`config.mk`:
```
export PLATFORM = sky130hd
export DESIGN_NAME = dffsh_ctrl
export DESIGN_NICKNAME = d
export VERILOG_FILES = /design/src/design/dffsh_pkg.sv /design/src/design/dffsh_ctrl.sv
export SDC_FILE = /design/constraint.sdc
export NUM_CORES = 1
export LEC_CHECK = 0
export ABC_AREA = 1
export BUFFER_PORTS_ARGS = -buffer_cell sky130_fd_sc_hd__buf_2
export CAP_MARGIN = 0
export CORE_AREA = 2 2 39 41
export CTS_CLUSTER_DIAMETER = 50
export DETAILED_ROUTE_END_ITERATION = 7
export DIE_AREA = 0 0 41 43
export PLACE_DENSITY = 0.54
export SLEW_MARGIN = 25
export SYNTH_ARGS = -nofsm -noshare
export SYNTH_HDL_FRONTEND = slang
export SYNTH_SLANG_ARGS = --single-unit
```
`constraint.sdc`:
```
create_clock -name clk_i -period 2.7 [get_ports clk_i]
set_input_delay 0 -clock clk_i [delete_from_list [all_inputs] [get_ports clk_i]]
set_output_delay 0 -clock clk_i [all_outputs]
set_load 0.03 [all_outputs]
```
`src/design/dffsh_pkg.sv`:
```
package dffsh_pkg;

  // heap geometry
  localparam int unsigned ADDR_W = 10;
  localparam int unsigned SLOTS  = 1 << ADDR_W;
  localparam int unsigned SIZE_W = ADDR_W + 1;
  localparam int unsigned DATA_W = 8;

  // slot marks
  localparam logic [1:0] MARK_FREE = 2'd0;
  localparam logic [1:0] MARK_HELD = 2'd1;
  localparam logic [1:0] MARK_RESV = 2'd2;

  // value of heap_start after reset
  localparam logic [ADDR_W-1:0] HEAP_START_RST = ADDR_W'(SLOTS - 1);

  typedef enum logic [1:0] {
    FUNC_RESERVE = 2'd0,
    FUNC_STORE   = 2'd1,
    FUNC_LOAD    = 2'd2
  } func_e;

  typedef enum logic [2:0] {
    ST_CLEAR,
    ST_IDLE,
    ST_DISPATCH,
    ST_SCAN,
    ST_MARK,
    ST_ACC_RD,
    ST_ACC_WB,
    ST_RESULT
  } state_e;

  // controller to datapath
  typedef struct packed {
    logic clear_step;
    logic item_load;
    logic scan_init;
    logic scan_step;
    logic mark_step;
    logic acc_rd;
    logic acc_wb;
    logic out_load;
  } ctrl_cmd_t;

  // datapath to controller
  typedef struct packed {
    logic       clear_last;
    logic [1:0] func;
    logic       trivial_fail;
    logic       hit;
    logic       scan_fail;
    logic       mark_last;
    logic       out_free;
  } dp_status_t;

endpackage

```
`src/design/dffsh_ctrl.sv`:
```
module dffsh_ctrl (
  input  logic                  clk_i,
  input  logic                  rst_ni,
  input  logic                  in_valid_i,
  output logic                  in_ready_o,
  input  dffsh_pkg::dp_status_t status_i,
  output dffsh_pkg::ctrl_cmd_t  cmd_o
);
  import dffsh_pkg::*;

  state_e state_q, state_d;

  // state register
  always_ff @(posedge clk_i or negedge rst_ni) begin
    if (!rst_ni) begin
      state_q <= ST_CLEAR;
    end else begin
      state_q <= state_d;
    end
  end

  // next state
  always_comb begin
    state_d = state_q;
    unique case (state_q)
      ST_CLEAR: begin
        if (status_i.clear_last) state_d = ST_IDLE;
      end
      ST_IDLE: begin
        if (in_valid_i) state_d = ST_DISPATCH;
      end
      ST_DISPATCH: begin
        unique case (status_i.func)
          FUNC_RESERVE: begin
            state_d = status_i.trivial_fail ? ST_RESULT : ST_SCAN;
          end
          FUNC_STORE, FUNC_LOAD: begin
            state_d = ST_ACC_RD;
          end
          default: begin
            state_d = ST_RESULT;
          end
        endcase
      end
      ST_SCAN: begin
        if (status_i.hit) begin
          state_d = ST_MARK;
        end else if (status_i.scan_fail) begin
          state_d = ST_RESULT;
        end
      end
      ST_MARK: begin
        if (status_i.mark_last) state_d = ST_RESULT;
      end
      ST_ACC_RD: begin
        state_d = ST_ACC_WB;
      end
      ST_ACC_WB: begin
        state_d = ST_RESULT;
      end
      ST_RESULT: begin
        if (status_i.out_free) state_d = ST_IDLE;
      end
      default: begin
        state_d = ST_CLEAR;
      end
    endcase
  end

  // command outputs
  always_comb begin
    cmd_o      = '0;
    in_ready_o = 1'b0;
    unique case (state_q)
      ST_CLEAR: begin
        cmd_o.clear_step = 1'b1;
      end
      ST_IDLE: begin
        in_ready_o      = 1'b1;
        cmd_o.item_load = in_valid_i;
      end
      ST_DISPATCH: begin
        cmd_o.scan_init = (status_i.func == FUNC_RESERVE) && !status_i.trivial_fail;
      end
      ST_SCAN: begin
        cmd_o.scan_step = 1'b1;
      end
      ST_MARK: begin
        cmd_o.mark_step = 1'b1;
      end
      ST_ACC_RD: begin
        cmd_o.acc_rd = 1'b1;
      end
      ST_ACC_WB: begin
        cmd_o.acc_wb = 1'b1;
      end
      ST_RESULT: begin
        cmd_o.out_load = status_i.out_free;
      end
      default: begin
        cmd_o = '0;
      end
    endcase
  end

endmodule

```
==> reports/results.txt, run 1 <==
status -> completed
worst stage delay on the critical path -> 0.51 ns
die area -> 1760 sq um
Clock Sink Count -> 3
largest net degree at the start of global routing -> 10
share of layout cells above drive strength 1 -> 36.0%
CP endpoint kind -> output pin
Hold Buf Count CTS -> 1
commonest non-fill, non-tap cell in the layout -> buf_2
most frequent cells in the layout -> buf_2 (19), nand2_1 (16), inv_1 (12)
post-layout util -> 37.2%
Placer Congestion -> 0.754
row count -> 14
Synth Area in XOR/XNOR -> 0%
Netlist cell types -> 17
TritonCTS Buffers -> 3
CTS tree -> yes
register area share after synthesis -> 20.1%
Synth Register Bits -> 3
Clk pin slew, worst setup/hold paths -> 0.03 ns
fillers -> 159
largest cells by area after synthesis -> dfrtp_1 (20%), nand2_1 (16%), inv_1 (12%)
PwrDens -> 1130 nW/um^2
share of the synthesized area in the top cell type -> 20.1%
total grt overflow -> 0
period utilization -> 50.6%
Final TNS setup -> 0 ns
wire per inst -> 8.54 um
drt pass-1 iters -> 4
first-pass GRT wire length -> 1340 um
worst min-delay path class -> input port to async pin
Pleak -> 0.000337 uW
drt drc -> 0
post-synthesis mux area share -> 0%
Synth warnings -> 0
Compound-Gate Fraction of Synth Area -> 7.02%
clock root buffer -> clkbuf_4
RR Startpoint -> state_q[1]
H-tree Lvls -> 1
worst path bufs/invs -> 1
die height -> 43 um
Clock Path Buffers -> 2
max_cap viols -> 0
CP max stage cell -> dfrtp_1
Port Buf Inserts -> 19
number of global-route vias before repair -> 346
post-CTS setup-driven buffer insertion count -> 0
Initial Util -> 27.0%
Critical Path RT -> 2.70 ns
Cells after Synth -> 63
Clk Latency, worst-skew pair -> 0.23 ns
crit path kind -> flip-flop to output pin
largest family of logic cells by synthesized area -> simple AND/OR/NAND/NOR gates
Final #Nets -> 100
core area -> 1380 sq um
WP depth -> 5
Min Clock Period, post-route -> 1.37 ns
I/O Pins -> 20
leading registers by flop count -> state_q x3
n_diodes -> 0
Layout area overhead -> 37.5%
CP delay by family, top -> flip-flops
vias post-DR -> 444
die width -> 41 um
max reg flops -> 3
fmax -> 732 MHz
Setup Skew -> 0.000829 ns
initial antenna violation count -> 0
final wirelength -> 871 um
Biggest register -> state_q
pin slew with the least headroom to its limit -> 0.313 ns
Yosys top cell by area -> dfrtp_1
Total GRT Usage -> 11.4%
max_slew headroom -> 79.1%
Worst Setup SP -> state_q[1]
Startpoint Class -> flip-flop
Resized Gates After CTS -> 0
Final Max Slew Viols -> 0
Detailed Route Iter0 Violations -> 4
worst reg2reg path depth -> 7
Worst EP arrival -> 1.37 ns
crit-path max FO -> 9
number of vias per cell -> 4.35
Avg Synthesized Cell Area -> 5.94 sq um
Synth Area in Adders -> 6.69%
Setup violations, final -> 0
post-synthesis simple-gate area fraction -> 49.2%
syn_nets -> 76
Final Hold Vio Count -> 0
placed wire-length estimate -> 722 um
Post-DRT Antenna Nets -> 0
Max VDD drop -> 0.336 mV
RSZ-0062 raised after global routing -> no
crit path cell chain -> nand2_1 -> nor2_1 -> nand2_1 -> nor2_1 -> buf_2
synthesized cell area -> 374 sq um
[cell type report]
class,instances,area [sq um],share of cell area [%]
multi-input combinational,45,235,45.7
timing repair buffer,20,105,20.4
sequential,3,75.1,14.6
inverter,14,52.6,10.2
clock buffer,4,26.3,5.11
tap,16,20.0,3.89
[power breakdown]
part / internal, uW / total [uW] / switching, uW
Combinational: 126 / 383 / 256
Clock: 55.2 / 76.2 / 20.9
Sequential: 70.9 / 124 / 53.3
[logic make-up after synthesis]
| group | count (synthesis) |
|---|---|
| fa+ha+maj | 2 |
| simple gates | 39 |
| buf+inv | 15 |
| compound gates | 4 |
| flops | 3 |
[routing by layer]
layer	routed length (um)	vias up	track usage [%]	share of wire (%)
li1	-	244	-	-
met4	0	0	8.00	0
met1	426	184	14.3	49
met3	60	0	3.14	6.9
met5	0	-	0	0
met2	384	16	15.9	44
[worst paths after layout]
path / end / slack, ns
min: state_q[2] / 0.10
max reg2reg: state_q[0] / 1.43
min reg2reg: state_q[0] / 0.71
min in group clk_i: state_q[0] / 0.11
max in group asynchronous: state_q[1] / 2.49
max: cmd_o[5] / 1.33
[synth_stat cells]
| cell type | instances |
|---|---|
| dfrtp_1 | 3 |
| nor3_1 | 4 |
| ha_1 | 2 |
| nor2_1 | 6 |
| nand3_2 | 1 |
| a31oi_1 | 1 |
| o21bai_1 | 2 |
| nand4_1 | 1 |
| inv_2 | 2 |
| nand3b_1 | 1 |
| buf_6 | 1 |
| o21ai_0 | 1 |
| nand3_1 | 4 |
| inv_1 | 12 |
| nand2_2 | 3 |
| nand2_1 | 16 |
| nor2_2 | 3 |
[worst reg2reg max path: cells and delay by family (launching register included)]
family / cells / cell delay, ns
and+or+nand+nor: 7 / 0.64
DFF: 1 / 0.51
[through the flow]
stage	instances	hold slack (ns)	setup WS, ns	instance area [sq um]	total power [uW]
floorplan	63	-0.296	1.41	374	431
global route	102	0.115	1.18	514	638
CTS	102	0.0906	1.33	514	590
global placement	97	-0.203	1.44	478	513
detailed placement	97	-0.201	1.43	478	510
finish	102	0.103	1.33	514	583
(Power assumes the default switching activity.)
==> inputs of run 2 (changes only) <==
Settings changed: ABC_AREA 1 to 0, PLACE_DENSITY 0.54 to 0.56.
Clock period 2.7 ns to 1.2 ns, I/O delays scaled along.
==> run 2 against run 1 <==
Effect of this change: the run now ends with negative setup slack left; routed wire length up 28%; count of clock-buffer cells in the layout unchanged; final cell count down 7.8%; final area up 23%; area after synthesis down 2.3%; critical endpoint unchanged; clock skew up 0.0050 ns; critical path type unchanged; sequential share of layout area down 2.2 points; utilization up 8.7 points; die area unchanged; sequential power up 130%; clock power up 140%; flip-flop and latch count unchanged.
==> reports/results.txt, run 2 <==
status -> finished with violations
failing checks -> negative setup slack
row count -> 14 (unchanged)
crit-path max FO -> 6 (-3)
most numerous cell in the Yosys netlist -> nor2_1
die area -> 1760 sq um (unchanged)
Pleak -> 0.000315 uW (-6.5%)
leading registers by flop count -> state_q x3
RR Startpoint -> state_q[0]
drt drc -> 0 (unchanged)
main flop type after synthesis -> dfrtp_1
CP max stage cell -> dfrtp_2
max_slew headroom -> 85.5% (+6.3 points)
period utilization -> 102%
CP delay by family, top -> flip-flops
pin slew with the least headroom to its limit -> 0.217 ns (-0.0959 ns)
die width -> 41 um (unchanged)
Avg Synthesized Cell Area -> 7.94 sq um (+34%)
number of vias per cell -> 4.71 (+8.3%)
max reg flops -> 3 (unchanged)
Final #Nets -> 92 (-8.0%)
vias post-DR -> 443 (-0.23%)
synth cell count leaders -> nor2_1 (7), a21oi_1 (5), dfrtp_1 (3), inv_1 (3)
PnR worst setup slack -> -0.0243 ns (-1.36 ns)
Port Buf Inserts -> 19 (unchanged)
Critical Path RT -> 1.20 ns (-1.50 ns)
pre-CTS WS -> 0.0279 ns (-1.41 ns)
share of the synthesized area in the top cell type -> 20.5% (+0.48 points)
R2R Path End -> state_q[2]
Worst EP arrival -> 1.22 ns (-0.15 ns)
Yosys top cell by area -> dfrtp_1
Clk Latency, worst-skew pair -> 0.24 ns (about the same)
largest cells by area after synthesis -> dfrtp_1 (21%), nor2_1 (7.2%), a21oi_1 (6.8%)
wire per inst -> 11.9 um (+39%)
reg2reg setup slack -> -0.01 ns (-1.44 ns)
number of global-route vias before repair -> 436 (+26%)
Clock Path Buffers -> 2 (unchanged)
largest net degree at the start of global routing -> 9 (-1)
RSZ-0062 raised after global routing -> yes
first-pass GRT wire length -> 1730 um (+29%)
EDFF count, synth -> 0 (unchanged)
TritonCTS Buffers -> 3 (unchanged)
I/O Pins -> 20 (unchanged)
crit path kind -> flip-flop to output pin
Startpoint Class -> flip-flop
Placer Congestion -> 0.662 (-12%)
H-tree Lvls -> 1 (unchanged)
Total GRT Usage -> 14.1% (+2.7 points)
final wirelength -> 1120 um (+28%)
placed inst area -> 497 sq um (+3.9%)
Final TNS setup -> -0.0466 ns (-0.0466 ns)
Hold WS -> 0.0966 ns (-0.00611 ns)
Setup Skew -> 0.00584 ns (+0.00501 ns)
crit path cell chain -> buf_6 -> and4b_1 -> buf_6
Final Max Slew Viols -> 0 (unchanged)
commonest non-fill, non-tap cell in the layout -> buf_2
CP endpoint kind -> output pin
worst reg2reg path depth -> 4 (-3)
Setup violations, final -> 5 (+5)
n_diodes -> 0 (unchanged)
Max VDD drop -> 1.14 mV (+240%)
CP most frequent cell -> buf_6
Initial Util -> 26.4% (-0.63 points)
ys async rst share -> 100% (unchanged)
Worst Setup SP -> state_q[0]
placed wire-length estimate -> 733 um (+1.5%)
Clk pin slew, worst setup/hold paths -> 0.04 ns (about the same)
Layout area overhead -> 73.6%
Worst Setup EP -> cmd_o[5]
final instance area -> 634 sq um (+23%)
Synth Register Bits -> 3 (unchanged)
Biggest register -> state_q
die height -> 43 um (unchanged)
Detailed Route Iter0 Violations -> 7 (+3)
WP depth -> 3 (-2)
Clock Sink Count -> 3 (unchanged)
total grt overflow -> 0 (unchanged)
core area -> 1380 sq um (unchanged)
Netlist cell types -> 25 (+8)
most frequent cells in the layout -> buf_2 (13), buf_4 (11), nor2_1 (6), buf_6 (6), a21oi_1 (4)
syn_nets -> 59 (-22%)
max_cap viols -> 0 (unchanged)
worst path bufs/invs -> 2 (+1)
Cells after Synth -> 46 (-27%)
worst min-delay path class -> input port to flip-flop
share of layout cells above drive strength 1 -> 57.7% (+22 points)
drt pass-1 iters -> 2 (-2)
clock root buffer -> clkbuf_4
synthesized cell area -> 365 sq um (-2.3%)
fmax -> 817 MHz
CTS tree -> yes
register area share after synthesis -> 20.5% (+0.48 points)
Post-DRT Antenna Nets -> 0 (unchanged)
fillers -> 136 (-14%)
Final Hold Vio Count -> 0 (unchanged)
Min Clock Period, post-route -> 1.22 ns
PwrDens -> 2470 nW/um^2 (+120%)
initial antenna violation count -> 0 (unchanged)
Synth warnings -> 0 (unchanged)
worst stage delay on the critical path -> 0.46 ns (-0.05 ns)
run 2: worst min-delay path by stage:
stage,startpoint,end,slack (ns),depth (start not counted)
6_report,status_i[2],state_q[2],0.1,3
5_1_grt,rst_ni,state_q[0],0.12,2
4_1_cts,rst_ni,state_q[1],0.1,2
3_5_place_dp,rst_ni,state_q[2],-0.20,1
3_3_place_gp,rst_ni,state_q[0],-0.20,1
2_1_floorplan,rst_ni,state_q[0],-0.30,0
run 2: final cells by class:
type	count	area (sq um)	area share (%)
Multi-Input combinational cell	36	269	42.4
Timing Repair Buffer	32	229	36.1
Sequential cell	3	78.8	12.4
Clock buffer	4	26.3	4.14
Inverter	3	11.3	1.78
Tap cell	16	20.0	3.16
run 2: where the power goes:
part	total (uW)	leakage (uW)	switching, uW	internal, uW
Combinational	1110	0.000270	554	552
Sequential	279	0.0000302	117	162
Clock	184	0.0000150	59.0	125
run 2: repair_timing:
item	4_1_cts	5_1_grt
setup buffers	6	1
hold endpoints to repair	3	0
resized for setup	15	3
endpoints found under the setup margin	9	9
pin swaps	4	2
hold buffers	1	0
run 2: logic make-up after synthesis:
| group | after synthesis | share of synthesized area [%] |
|---|---|---|
| and+or+nand+nor | 22 | 38.4 |
| adders and majority gates | 2 | 6.85 |
| buffers and inverters | 7 | 13.4 |
| DFF | 3 | 20.5 |
| AOI/OAI and AO/OA | 12 | 20.9 |
run 2: routing by layer:
layer	part of all wire, %	vias up	GRT usage [%]
li1	-	225	-
met1	41	208	17.2
met2	55	10	23.4
met3	3.8	0	1.57
met4	0	0	6.00
met5	0	-	0
run 2: worst min-delay path: stages:
cell	delay, ns
buf_2	0.08
o31ai_1	0.05
a21oi_1	0.15
run 2: metrics by stage:
stage / total power, uW / std cells / utilization (%)
final: 1570 / 94 / 45.8
after global routing: 1670 / 94 / 45.8
after CTS: 1510 / 93 / 44.5
after detailed placement: 1100 / 82 / 35.9
after global placement: 1090 / 82 / 35.9
after floorplan: 903 / 46 / -
==> inputs of run 3 (changes only) <==
Settings changed: ABC_AREA 0 to 1.
==> run 3 against run 2 <==
Effect of this change: the run still ends with negative setup slack left; worst setup slack worse by 0.014 ns; global-route usage down 1.5 points; sequential power about the same; power up 11%; final area up 2.8%; hold slack better by 0.0013 ns; count of clock-buffer cells in the layout unchanged; final cell count up 18%; fmax down 1.2%; register-to-register slack worse by 0.02 ns.
==> reports/results.txt, run 3 (synthesis gave the netlist of run 1 again) <==
die area -> 1760 sq um (unchanged)
Post-DRT Antenna Nets -> 0 (unchanged)
RSZ-0062 raised after global routing -> yes
number of global-route vias before repair -> 433 (-0.69%)
CP max stage cell -> dfrtp_2
Setup Skew -> 0.00164 ns (-0.00420 ns)
WP depth -> 6 (+3)
Worst Setup SP -> state_q[0]
TritonCTS Buffers -> 3 (unchanged)
crit path cell chain -> inv_2 -> buf_4 -> nor2_4 -> nand2_2 -> nor2_1 -> buf_4
Final Non-Filler Cells -> 111 (+18%)
wire per inst -> 9.06 um (-24%)
PwrDens -> 2680 nW/um^2 (+8.3%)
core area -> 1380 sq um (unchanged)
Final #Nets -> 109 (+18%)
Clock Sink Count -> 3 (unchanged)
vias post-DR -> 490 (+11%)
final wirelength -> 1010 um (-10%)
Hold WS -> 0.0979 ns (+0.00132 ns)
largest net degree at the start of global routing -> 9 (unchanged)
Pleak -> 0.000384 uW (+22%)
H-tree Lvls -> 1 (unchanged)
most frequent cells in the layout -> buf_4 (15), nand2_1 (14), buf_2 (12)
Detailed Route Iter0 Violations -> 8 (+1)
Clk Latency, worst-skew pair -> 0.23 ns (about the same)
RR Startpoint -> state_q[0]
die width -> 41 um (unchanged)
max reg flops -> 3 (unchanged)
Placer Congestion -> 0.710 (+7.2%)
Initial Util -> 27.0% (+0.63 points)
worst stage delay on the critical path -> 0.37 ns (-0.09 ns)
max_slew headroom -> 87.2% (+1.7 points)
Worst EP arrival -> 1.24 ns (+0.02 ns)
worst path bufs/invs -> 3 (+1)
CP most frequent cell -> buf_4
Biggest register -> state_q
Critical Path RT -> 1.20 ns (about the same)
placed wire-length estimate -> 784 um (+7.0%)
period utilization -> 103% (+1.2 points)
die height -> 43 um (unchanged)
drt drc -> 0 (unchanged)
Port Buf Inserts -> 19 (unchanged)
Final Max Slew Viols -> 0 (unchanged)
CP endpoint kind -> output pin
row count -> 14 (unchanged)
Total GRT Usage -> 12.6% (-1.5 points)
Final Hold Vio Count -> 0 (unchanged)
Max VDD drop -> 0.939 mV (-18%)
reg2reg setup slack -> -0.03 ns (-0.02 ns)
worst min-delay path class -> input port to async pin
share of layout cells above drive strength 1 -> 51.6% (-6.1 points)
commonest non-fill, non-tap cell in the layout -> buf_4
Clk pin slew, worst setup/hold paths -> 0.04 ns (about the same)
pin slew with the least headroom to its limit -> 0.191 ns (-0.0260 ns)
n_diodes -> 0 (unchanged)
crit path kind -> flip-flop to output pin
clock root buffer -> clkbuf_4
failing checks -> negative setup slack
worst reg2reg path depth -> 7 (+3)
I/O Pins -> 20 (unchanged)
Min Clock Period, post-route -> 1.24 ns (+0.0144 ns)
Clock Path Buffers -> 2 (unchanged)
Layout area overhead -> 74.2%
CTS tree -> yes
CP delay by family, top -> flip-flops
first-pass GRT wire length -> 1610 um (-6.8%)
fmax -> 807 MHz (-1.2%)
max_cap viols -> 0 (unchanged)
initial antenna violation count -> 0 (unchanged)
Setup violations, final -> 5 (unchanged)
# placed instances -> 100 (+22%)
drt pass-1 iters -> 4 (+2)
total grt overflow -> 0 (unchanged)
PnR worst setup slack -> -0.0387 ns (-0.0144 ns)
Startpoint Class -> flip-flop
status -> finished with violations
leading registers by flop count -> state_q x3
crit-path max FO -> 4 (-2)
number of vias per cell -> 4.41 (-6.3%)
-- run 3: cell types whose count changed in the layout (fill, tap and decap cells not counted), sizes merged, moves of 3 or more --
| cell | delta |
|---|---|
| a21oi | -6 |
| buf | -3 |
| inv | +11 |
| nand2 | +17 |
| nand3 | +4 |
-- run 3: per-stage QoR --
step	instance area (sq um)	util [%]	setup slack [ns]	TNS, ns	total power, uW
floorplan	384	-	-0.0274	-0.0547	993
global placement	510	36.9	-0.00470	-0.00470	1250
detailed placement	510	36.9	-0.00116	-0.00116	1250
CTS	616	44.5	-0.00948	-0.0218	1650
global route	652	47.1	-0.114	-0.566	1890
finish	652	47.1	-0.0387	-0.124	1750
-- run 3: power breakdown --
group / internal, uW / total (uW) / switching, uW
clock network: 124 / 171 / 47.1
registers: 171 / 278 / 108
logic: 561 / 1300 / 736
-- run 3: layout make-up --
class	instances	area (sq um)
sequential	3	78.8
timing repair buffer	29	194
inverter	14	52.6
fill	150	732
multi-input combinational	45	280
tap	16	20.0
clock buffer	4	26.3
-- run 3: worst paths after layout --
check                        endpoint
hold reg to reg            state_q[0]
hold / removal             state_q[2]
max in group asynchronous  state_q[1]
setup reg to reg           state_q[0]
min in group clk_i         state_q[0]
setup / recovery             cmd_o[6]
-- run 3: what timing repair did --
item                                   in CTS  in global routing
setup endpoints to repair                   7                  9
pin swaps                                   1                  4
gates resized for setup                    12                 11
buffers inserted                            5                  1
hold buffers                                1                  0
endpoints found under the hold margin       3                  0
-- run 3: routing by layer --
layer	track usage [%]	vias to the layer above	part of all wire, %
li1	-	259	-
met1	15.2	216	44
met2	22.5	15	51
met3	0	0	5.6
met5	0	-	0
met4	4.00	0	0
